### src/rtl/core/iarq_pkg.sv
`timescale 1ns / 1ps
// ----------------------------------------------------------------------------
// iarq_pkg: shared types for the io-aware ready queue
// operation and status codes, slot layout and the controller command bundle
// ----------------------------------------------------------------------------
package iarq_pkg;

  localparam int unsigned FUNC_W   = 2;
  localparam int unsigned TID_W    = 8;
  localparam int unsigned PRI_W    = 8;
  localparam int unsigned DEV_W    = 8;
  localparam int unsigned STATUS_W = 2;
  localparam int unsigned CNT_W    = 5;

  typedef enum logic [FUNC_W-1:0] {
    OP_PUSH   = 2'd0,
    OP_REMOVE = 2'd1,
    OP_PEEK   = 2'd2,
    OP_WAKE   = 2'd3
  } op_t;

  typedef enum logic [STATUS_W-1:0] {
    ST_OK   = 2'd0,
    ST_MISS = 2'd1,
    ST_FULL = 2'd2
  } status_t;

  // one queue slot
  typedef struct packed {
    logic [TID_W-1:0] thread;
    logic [PRI_W-1:0] prio;
    logic             waiting;
    logic [DEV_W-1:0] device;
  } slot_t;

  // controller to datapath
  typedef struct packed {
    logic capture;  // latch the word and compare it against all slots
    logic exec;     // apply the update and load the result register
  } dp_cmd_t;

endpackage

### src/rtl/core/iarq_if.sv
`timescale 1ns / 1ps
// ----------------------------------------------------------------------------
// iarq channel interfaces
// valid/ready channels for operation words and result words
// ----------------------------------------------------------------------------
interface iarq_in_if;
  logic                         valid;
  logic                         ready;
  logic [iarq_pkg::FUNC_W-1:0]  func;
  logic [iarq_pkg::TID_W-1:0]   thread_id;
  logic [iarq_pkg::PRI_W-1:0]   priority_req;
  logic                         waiting;
  logic [iarq_pkg::DEV_W-1:0]   device;

  modport source (output valid, func, thread_id, priority_req, waiting, device,
                  input ready);
  modport sink (input valid, func, thread_id, priority_req, waiting, device,
                output ready);
endinterface

interface iarq_out_if;
  logic                          valid;
  logic                          ready;
  logic [iarq_pkg::STATUS_W-1:0] status;
  logic [iarq_pkg::TID_W-1:0]    ready_thread;
  logic [iarq_pkg::CNT_W-1:0]    woken_count;
  logic [iarq_pkg::CNT_W-1:0]    occupancy;

  modport source (output valid, status, ready_thread, woken_count, occupancy,
                  input ready);
  modport sink (input valid, status, ready_thread, woken_count, occupancy,
                output ready);
endinterface

### src/rtl/core/io_aware_ready_queue.sv
`timescale 1ns / 1ps
// the result word is registered: a word is captured in idle, then the exec state
//   applies its update and loads the result register; no new word is taken during exec
//   (parallel compare of all slots, then one shift/update of the slot array)
// a result held by out ready low blocks the next word until it drains
// reset: control state and entry count cleared; slot contents stay undefined
//   until pushed, no clearing pass
// ----------------------------------------------------------------------------
// io_aware_ready_queue: priority-sorted thread ready queue with i/o wait marks
// push, remove, peek first ready and wake by device over a shifting slot array
// ----------------------------------------------------------------------------
module io_aware_ready_queue #(
  parameter int unsigned QUEUE_DEPTH = 16
) (
  input  logic  clk,
  input  logic  rst_n,
  iarq_in_if.sink    in_ch,
  iarq_out_if.source out_ch
);

  iarq_pkg::dp_cmd_t cmd;

  // controller: idle waits for a word, exec runs the update in the following cycle
  iarq_ctrl u_ctrl (
    .clk       (clk),
    .rst_n     (rst_n),
    .in_valid  (in_ch.valid),
    .in_ready  (in_ch.ready),
    .out_valid (out_ch.valid),
    .out_ready (out_ch.ready),
    .cmd       (cmd)
  );

  // datapath: slot array kept in queue order, highest priority at slot 0,
  // equal priorities in arrival order; the result register sits here too
  iarq_datapath #(
    .QUEUE_DEPTH (QUEUE_DEPTH)
  ) u_datapath (
    .clk              (clk),
    .rst_n            (rst_n),
    .cmd              (cmd),
    .in_func          (in_ch.func),
    .in_thread_id     (in_ch.thread_id),
    .in_priority_req  (in_ch.priority_req),
    .in_waiting       (in_ch.waiting),
    .in_device        (in_ch.device),
    .out_status       (out_ch.status),
    .out_ready_thread (out_ch.ready_thread),
    .out_woken_count  (out_ch.woken_count),
    .out_occupancy    (out_ch.occupancy)
  );

endmodule

### src/rtl/core/iarq_ctrl.sv
`timescale 1ns / 1ps
// ----------------------------------------------------------------------------
// iarq_ctrl: operation sequencer
// two-state controller that accepts a word, runs its update and owns out valid
// ----------------------------------------------------------------------------
module iarq_ctrl (
  input  logic               clk,
  input  logic               rst_n,
  input  logic               in_valid,
  output logic               in_ready,
  output logic               out_valid,
  input  logic               out_ready,
  output iarq_pkg::dp_cmd_t  cmd
);

  typedef enum logic {
    S_IDLE,
    S_EXEC
  } state_t;

  state_t state_r, state_nxt;
  logic   out_valid_r, out_valid_nxt;

  // the result register is free at exec time if it is empty or drains now
  assign in_ready    = (state_r == S_IDLE) && (!out_valid_r || out_ready);
  assign cmd.capture = in_valid && in_ready;
  assign cmd.exec    = (state_r == S_EXEC);
  assign out_valid   = out_valid_r;

  always_comb begin
    state_nxt     = state_r;
    out_valid_nxt = out_valid_r && !out_ready;
    unique case (state_r)
      S_IDLE: begin
        if (cmd.capture) state_nxt = S_EXEC;
      end
      S_EXEC: begin
        state_nxt     = S_IDLE;
        out_valid_nxt = 1'b1;
      end
      default: state_nxt = S_IDLE;
    endcase
  end

  always_ff @(posedge clk) begin
    if (!rst_n) begin
      state_r     <= S_IDLE;
      out_valid_r <= 1'b0;
    end else begin
      state_r     <= state_nxt;
      out_valid_r <= out_valid_nxt;
    end
  end

endmodule

### src/rtl/core/iarq_datapath.sv
`timescale 1ns / 1ps
// ----------------------------------------------------------------------------
// iarq_datapath: sorted slot array with parallel compare and shift
// per-slot match vectors on capture, insert/delete shift and result on exec
// ----------------------------------------------------------------------------
module iarq_datapath #(
  parameter int unsigned QUEUE_DEPTH = 16
) (
  input  logic                          clk,
  input  logic                          rst_n,
  input  iarq_pkg::dp_cmd_t             cmd,
  input  logic [iarq_pkg::FUNC_W-1:0]   in_func,
  input  logic [iarq_pkg::TID_W-1:0]    in_thread_id,
  input  logic [iarq_pkg::PRI_W-1:0]    in_priority_req,
  input  logic                          in_waiting,
  input  logic [iarq_pkg::DEV_W-1:0]    in_device,
  output logic [iarq_pkg::STATUS_W-1:0] out_status,
  output logic [iarq_pkg::TID_W-1:0]    out_ready_thread,
  output logic [iarq_pkg::CNT_W-1:0]    out_woken_count,
  output logic [iarq_pkg::CNT_W-1:0]    out_occupancy
);

  localparam int unsigned CW = $clog2(QUEUE_DEPTH + 1);
  localparam logic [CW-1:0] FULL_COUNT = CW'(QUEUE_DEPTH);

  iarq_pkg::slot_t slot_r   [QUEUE_DEPTH];
  iarq_pkg::slot_t slot_nxt [QUEUE_DEPTH];
  logic [CW-1:0]   count_r, count_nxt;

  // latched operation
  iarq_pkg::op_t   op_r;
  iarq_pkg::slot_t new_r;
  logic [QUEUE_DEPTH-1:0] ge_r;     // live and priority >= new priority
  logic [QUEUE_DEPTH-1:0] match_r;  // live and thread matches
  logic [QUEUE_DEPTH-1:0] rdy_r;    // live and not waiting
  logic [QUEUE_DEPTH-1:0] wake_r;   // live, waiting, device matches

  logic [QUEUE_DEPTH-1:0] live, ge_vec, match_vec, rdy_vec, wake_vec;

  // result register
  iarq_pkg::status_t     status_r, status_nxt;
  logic [iarq_pkg::TID_W-1:0] rthread_r, rthread_nxt;
  logic [iarq_pkg::CNT_W-1:0] woken_r, woken_nxt;
  logic [iarq_pkg::CNT_W-1:0] occ_r, occ_nxt;

  logic                   full;
  logic [QUEUE_DEPTH-1:0] match_low, take, rdy_low;
  logic                   found, any_rdy;
  logic [iarq_pkg::TID_W-1:0] peek_thread;
  logic [CW-1:0]          woken_sum;
  logic [31:0]            woken_wide, occ_wide;

  // per-slot compares against the incoming word
  for (genvar g = 0; g < QUEUE_DEPTH; g++) begin : g_cmp
    assign live[g]      = (CW'(g) < count_r);
    assign ge_vec[g]    = live[g] && (slot_r[g].prio >= in_priority_req);
    assign match_vec[g] = live[g] && (slot_r[g].thread == in_thread_id);
    assign rdy_vec[g]   = live[g] && !slot_r[g].waiting;
    assign wake_vec[g]  = live[g] && slot_r[g].waiting && (slot_r[g].device == in_device);
  end

  always_ff @(posedge clk) begin
    if (cmd.capture) begin
      op_r           <= iarq_pkg::op_t'(in_func);
      new_r.thread   <= in_thread_id;
      new_r.prio     <= in_priority_req;
      new_r.waiting  <= in_waiting;
      new_r.device   <= in_device;
      ge_r           <= ge_vec;
      match_r        <= match_vec;
      rdy_r          <= rdy_vec;
      wake_r         <= wake_vec;
    end
  end

  assign full = (count_r == FULL_COUNT);

  // first match and every slot after it, as a thermometer
  assign match_low = match_r & (~match_r + 1'b1);
  assign take      = ~match_low + 1'b1;
  assign found     = |match_r;

  assign rdy_low = rdy_r & (~rdy_r + 1'b1);
  assign any_rdy = |rdy_r;

  always_comb begin
    peek_thread = '0;
    woken_sum   = '0;
    for (int k = 0; k < QUEUE_DEPTH; k++) begin
      peek_thread = peek_thread | (slot_r[k].thread & {iarq_pkg::TID_W{rdy_low[k]}});
      woken_sum   = woken_sum + CW'(wake_r[k]);
    end
  end

  // slot updates: sorted order means ge_r is a prefix of the live slots
  for (genvar g = 0; g < QUEUE_DEPTH; g++) begin : g_slot
    iarq_pkg::slot_t dn_s, up_s, slot_upd;
    logic            prev_ge;

    if (g == 0) begin : g_head
      assign dn_s    = new_r;
      assign prev_ge = 1'b1;
    end else begin : g_body
      assign dn_s    = slot_r[g-1];
      assign prev_ge = ge_r[g-1];
    end

    if (g == QUEUE_DEPTH - 1) begin : g_tail
      assign up_s = slot_r[g];
    end else begin : g_mid
      assign up_s = slot_r[g+1];
    end

    always_comb begin
      slot_upd = slot_r[g];
      if (cmd.exec) begin
        case (op_r)
          iarq_pkg::OP_PUSH: begin
            if (!full && !ge_r[g]) slot_upd = prev_ge ? new_r : dn_s;
          end
          iarq_pkg::OP_REMOVE: begin
            if (take[g]) slot_upd = up_s;
          end
          iarq_pkg::OP_WAKE: begin
            if (wake_r[g]) slot_upd.waiting = 1'b0;
          end
          default: ;
        endcase
      end
    end

    assign slot_nxt[g] = slot_upd;
  end

  always_comb begin
    count_nxt   = count_r;
    status_nxt  = iarq_pkg::ST_OK;
    rthread_nxt = '0;
    woken_nxt   = '0;
    woken_wide  = 32'(woken_sum);
    case (op_r)
      iarq_pkg::OP_PUSH: begin
        if (full) status_nxt = iarq_pkg::ST_FULL;
        else      count_nxt  = count_r + 1'b1;
      end
      iarq_pkg::OP_REMOVE: begin
        if (found) count_nxt  = count_r - 1'b1;
        else       status_nxt = iarq_pkg::ST_MISS;
      end
      iarq_pkg::OP_PEEK: begin
        if (any_rdy) rthread_nxt = peek_thread;
        else         status_nxt  = iarq_pkg::ST_MISS;
      end
      iarq_pkg::OP_WAKE: begin
        if (count_r == '0) status_nxt = iarq_pkg::ST_MISS;
        else               woken_nxt  = woken_wide[iarq_pkg::CNT_W-1:0];
      end
      default: ;
    endcase
    occ_wide = 32'(count_nxt);
    occ_nxt  = occ_wide[iarq_pkg::CNT_W-1:0];
  end

  always_ff @(posedge clk) begin
    slot_r <= slot_nxt;
    if (cmd.exec) begin
      status_r  <= status_nxt;
      rthread_r <= rthread_nxt;
      woken_r   <= woken_nxt;
      occ_r     <= occ_nxt;
    end
  end

  always_ff @(posedge clk) begin
    if (!rst_n) begin
      count_r <= '0;
    end else if (cmd.exec) begin
      count_r <= count_nxt;
    end
  end

  assign out_status       = status_r;
  assign out_ready_thread = rthread_r;
  assign out_woken_count  = woken_r;
  assign out_occupancy    = occ_r;

endmodule

### src/flat_wrapper.sv
// flat-port wrapper written by rule: the top's interface ports become plain ports
module io_aware_ready_queue_flat 
#(
  parameter int unsigned QUEUE_DEPTH = 16
)
  (clk, rst_n, in_ch_valid, in_ch_func, in_ch_thread_id, in_ch_priority_req, in_ch_waiting, in_ch_device, in_ch_ready, out_ch_valid, out_ch_status, out_ch_ready_thread, out_ch_woken_count, out_ch_occupancy, out_ch_ready);
  iarq_in_if in_ch_i ();
  iarq_out_if out_ch_i ();
  input  logic clk;
  input  logic rst_n;
  input wire logic [$bits(in_ch_i.valid)-1:0] in_ch_valid;
  input wire logic [$bits(in_ch_i.func)-1:0] in_ch_func;
  input wire logic [$bits(in_ch_i.thread_id)-1:0] in_ch_thread_id;
  input wire logic [$bits(in_ch_i.priority_req)-1:0] in_ch_priority_req;
  input wire logic [$bits(in_ch_i.waiting)-1:0] in_ch_waiting;
  input wire logic [$bits(in_ch_i.device)-1:0] in_ch_device;
  output wire logic [$bits(in_ch_i.ready)-1:0] in_ch_ready;
  output wire logic [$bits(out_ch_i.valid)-1:0] out_ch_valid;
  output wire logic [$bits(out_ch_i.status)-1:0] out_ch_status;
  output wire logic [$bits(out_ch_i.ready_thread)-1:0] out_ch_ready_thread;
  output wire logic [$bits(out_ch_i.woken_count)-1:0] out_ch_woken_count;
  output wire logic [$bits(out_ch_i.occupancy)-1:0] out_ch_occupancy;
  input wire logic [$bits(out_ch_i.ready)-1:0] out_ch_ready;
  assign in_ch_i.valid = in_ch_valid;
  assign in_ch_i.func = in_ch_func;
  assign in_ch_i.thread_id = in_ch_thread_id;
  assign in_ch_i.priority_req = in_ch_priority_req;
  assign in_ch_i.waiting = in_ch_waiting;
  assign in_ch_i.device = in_ch_device;
  assign in_ch_ready = in_ch_i.ready;
  assign out_ch_valid = out_ch_i.valid;
  assign out_ch_status = out_ch_i.status;
  assign out_ch_ready_thread = out_ch_i.ready_thread;
  assign out_ch_woken_count = out_ch_i.woken_count;
  assign out_ch_occupancy = out_ch_i.occupancy;
  assign out_ch_i.ready = out_ch_ready;
  io_aware_ready_queue #(.QUEUE_DEPTH(QUEUE_DEPTH)) u_core (.clk(clk), .rst_n(rst_n), .in_ch(in_ch_i), .out_ch(out_ch_i));
endmodule
### config.mk
export PLATFORM = sky130hd
export DESIGN_NAME = io_aware_ready_queue_flat
export DESIGN_NICKNAME = d
export VERILOG_FILES = /design/src/rtl/core/iarq_pkg.sv /design/src/rtl/core/iarq_if.sv /design/src/rtl/core/io_aware_ready_queue.sv /design/src/rtl/core/iarq_ctrl.sv /design/src/rtl/core/iarq_datapath.sv /design/src/flat_wrapper.sv
export SDC_FILE = /design/constraint.sdc
export NUM_CORES = 1
export LEC_CHECK = 0
export ABC_AREA = 1
export BUFFER_PORTS_ARGS = -buffer_cell sky130_fd_sc_hd__buf_2
export CAP_MARGIN = 20
export CORE_UTILIZATION = 30
export CTS_BUF_LIST = sky130_fd_sc_hd__clkbuf_8
export DETAILED_ROUTE_END_ITERATION = 7
export GPL_TIMING_DRIVEN = 0
export PLACE_DENSITY = 0.54
export SETUP_SLACK_MARGIN = 0.1
export SLEW_MARGIN = 20
export SYNTH_ARGS = -nofsm -noshare
export SYNTH_HDL_FRONTEND = slang
export SYNTH_SLANG_ARGS = --single-unit
### constraint.sdc
create_clock -name clk -period 11.1 [get_ports clk]
set_clock_uncertainty 0.2 [all_clocks]
set_input_delay 0 -clock clk [delete_from_list [all_inputs] [get_ports clk]]
set_output_delay 0 -clock clk [all_outputs]
set_load 0.005 [all_outputs]
==> impl_metrics.ini <==
[run_status]
status = completed

[worst_setup_path]
cp-start-kind = flop
rr_worst_depth = 14
worstPathArrival_ns = 4.68
cp.required_ns = 11.45
worstPathMaxFanout = 2
criticalPathCategory = flop to flop
cp-end-kind = flop

[power_and_ir_drop]
clkPwrFrac_pct = 35.4
switching_power_mw = 1.72
seqPwrFrac_pct = 45.7
intPower_mw = 3.41
leakagePower_nw = 14.5
power_density_mw_per_mm2 = 138
switching_share_pct = 33.5
p_comb_share_pct = 18.9
max-vdd-ir-drop_v = 0.0000843

[global_routing]
grt_pass1_wl_microns = 206000
grt_pass1_vias = 29234
grt_usage_pct = 26.4
grt_antenna_before_repair = 3
grt_overflow = 0
grt_max_degree = 53

[synth]
synthDistinctLibCells = 50
ys_seq_area_share_pct = 47.8
synth_top_area_share_pct = 47.4
yosys_register_bits = 518
synth_area_leaders = edfxtp_1 47%, nand2_1 11%, o21ai_0 10%
synth_xor_area_share_pct = 3.43
ys_warn_count = 0
yosysTopAreaCell = edfxtp_1
synth_fa_ha_area_share_pct = 5.87
synth_top_family_by_area = compound AO/OA/AOI/OAI gates
synth_fp_nets = 3998
syn_avg_cell_area_sq_um = 8.48
muxShareOfSynthArea_pct = 0
netlist_instances = 3821
synthesis.area_sq_mm = 0.0324
yosys.area_share.simple_pct = 17.6
synth-edff-count = 511
synth_compound_area_share_pct = 17.7
synth_ff_type = edfxtp_1
ys_async_sr_fraction_pct = 0

[clocking]
post-cts-setup-buffers = 0
cts_hold_buf = 60
cts.sinks = 518
cts_buffer_depth = 3
cts_resized = 0
cts_tree = done
cts_buffers = 101
cts_max_level = 3
clk_pin_slew_ns = 0.07
clock_latency_ns = 0.76
root_buffer = clkbuf_8

[hold_path]
hold_path_class = input port to flop
min_path_cells = 2

[final_layout]
drive_gt1_share_pct = 8.19
most-common-layout-cells = 956 x nand2_1, 661 x o21ai_0, 511 x edfxtp_1, 386 x inv_1, 166 x nor2_1
syn2layout_area_growth_pct = 14.9
final_nets = 4228
final_common_cell = nand2_1
fin_area_sq_mm = 0.0372

[floorplan]
start_util_pct = 30.3
die_area_sq_mm = 0.109
std_cell_rows = 120
pin_count = 53
die_y_microns = 331
core_area_sq_mm = 0.107
die_width_microns = 331

[route]
ant_nets = 0
wire_per_inst_microns = 26.6
first_pass_iters = 6
drc_errors = 0
vias = 30881
vias_per_cell = 5.58
drt_iter0_markers = 4502
drt_wl_total_microns = 147000

[placed_design]
pre_cts_ws_ns = 6.89
port_buffers = 52
dpl.hpwl_microns = 116000
placed_area_sq_mm = 0.0349
place.gp.congestion = 0.996

[sta]
setup_ws_ns = 6.77
finalCritPeriodShare_pct = 39.0
setup_tns_ns = 0
worst_pin_slew_ns = 1.20
rsz0062_at_grt = no
max_freq_ghz = 0.231
slew_headroom_pct = 20.1
slew_violations = 0
hold_viol = 0
period_needed_ns = 4.33
setup_viol = 0

[job]
maxCapViolCount = 0
-- metrics by stage --
| stage | utilization (%) | hold WS, ns | std cells | total power, mW |
|---|---|---|---|---|
| after floorplan | - | -0.101 | 3821 | 2.89 |
| after global placement | 32.1 | -0.0178 | 5276 | 3.28 |
| after detailed placement | 32.6 | -0.0206 | 5291 | 3.30 |
| after CTS | 34.8 | 0.106 | 5532 | 5.11 |
| after global routing | 34.8 | 0.161 | 5533 | 5.30 |
| final | 34.8 | 0.131 | 5533 | 5.14 |
-- critical path: stages (launching register included) --
cell and delay [ns]:
edfxtp_1 0.45, fa_1 0.55, inv_1 0.06, fa_1 0.52
inv_1 0.08, fa_1 0.51, inv_1 0.06, fa_1 0.58
inv_1 0.10, ha_1 0.18, inv_1 0.07, fa_1 0.40
nor2_1 0.15, o21ai_0 0.09, nor2_1 0.11
-- final timing paths --
kind / end / slack [ns] / startpoint
worst min register to register: u_core.u_ctrl.out_valid / 0.35 / u_core.u_ctrl.out_valid
worst max register to register: u_core.u_datapath.out_woken_count[4] / 6.77 / u_core.u_datapath.wake_r[13]
worst min-delay path: u_core.u_datapath.g_slot[0].dn_s[9] / 0.13 / in_ch_priority_req[0]
worst max-delay path: u_core.u_datapath.out_woken_count[4] / 6.77 / u_core.u_datapath.wake_r[13]
-- cell usage after synthesis, types with 44 or more instances --
| cell | n |
|---|---|
| o21ai_0 | 661 |
| nor2_1 | 180 |
| edfxtp_1 | 511 |
| nand3_1 | 101 |
| buf_2 | 87 |
| ha_1 | 136 |
| nand4_1 | 66 |
| nand2_1 | 956 |
| o22ai_1 | 44 |
| xnor2_1 | 68 |
| a21oi_1 | 146 |
| clkbuf_1 | 158 |
| xor2_1 | 59 |
| inv_1 | 355 |
| o211ai_1 | 82 |
-- metal layers --
layer / wire (microns) / global-route usage (%)
met1: 60900 / 35.5
met2: 63100 / 39.9
met3: 14200 / 4.94
met4: 8860 / 14.3
met5: 0 / 0
-- power by group through the flow --
stage / clock network, mW / logic [mW] / registers, mW
2_1_floorplan: 0 / 0.542 / 2.35
3_3_place_gp: 0 / 0.885 / 2.39
3_5_place_dp: 0 / 0.919 / 2.38
4_1_cts: 1.82 / 0.941 / 2.35
5_1_grt: 1.90 / 1.04 / 2.35
6_report: 1.82 / 0.970 / 2.35
-- flip-flops by register name (all words and copies together) (netlist names) --
name	cells
u_core.u_datapath.out_ready_thread	8
u_core.u_datapath.count_r	5
u_core.u_datapath.out_status	2
u_core.u_datapath.g_slot.dn_s	100
u_core.u_ctrl.state_r	1
u_core.u_datapath.out_occupancy	5
u_core.u_datapath.ge_r	16
u_core.u_ctrl.out_valid	1
u_core.u_datapath.wake_r	16
u_core.u_datapath.out_woken_count	5
u_core.u_datapath.rdy_r	16
u_core.u_datapath.g_slot.up_s	325
u_core.u_datapath.match_r	16
u_core.u_datapath.op_r	2
-- cell families after synthesis --
kind of cell	count (synthesis)
AND/OR/NAND/NOR	1371
flip-flops	518
adder cells (fa/ha/maj)	146
buffers and inverters	625
AO/OA/AOI/OAI	1034
XOR/XNOR	127
-- layout make-up --
class	count	area (sq um)
diodes	1	2.50
clock inverters	76	327
clock buffers	105	1450
plain buffers	255	1090
multi-input cells	2678	14600
flip-flops and latches	518	15500
fillers	11166	69800
inverters	370	1390
well taps	1403	1760
repair buffers	127	1180
(Power assumes the default switching activity.)
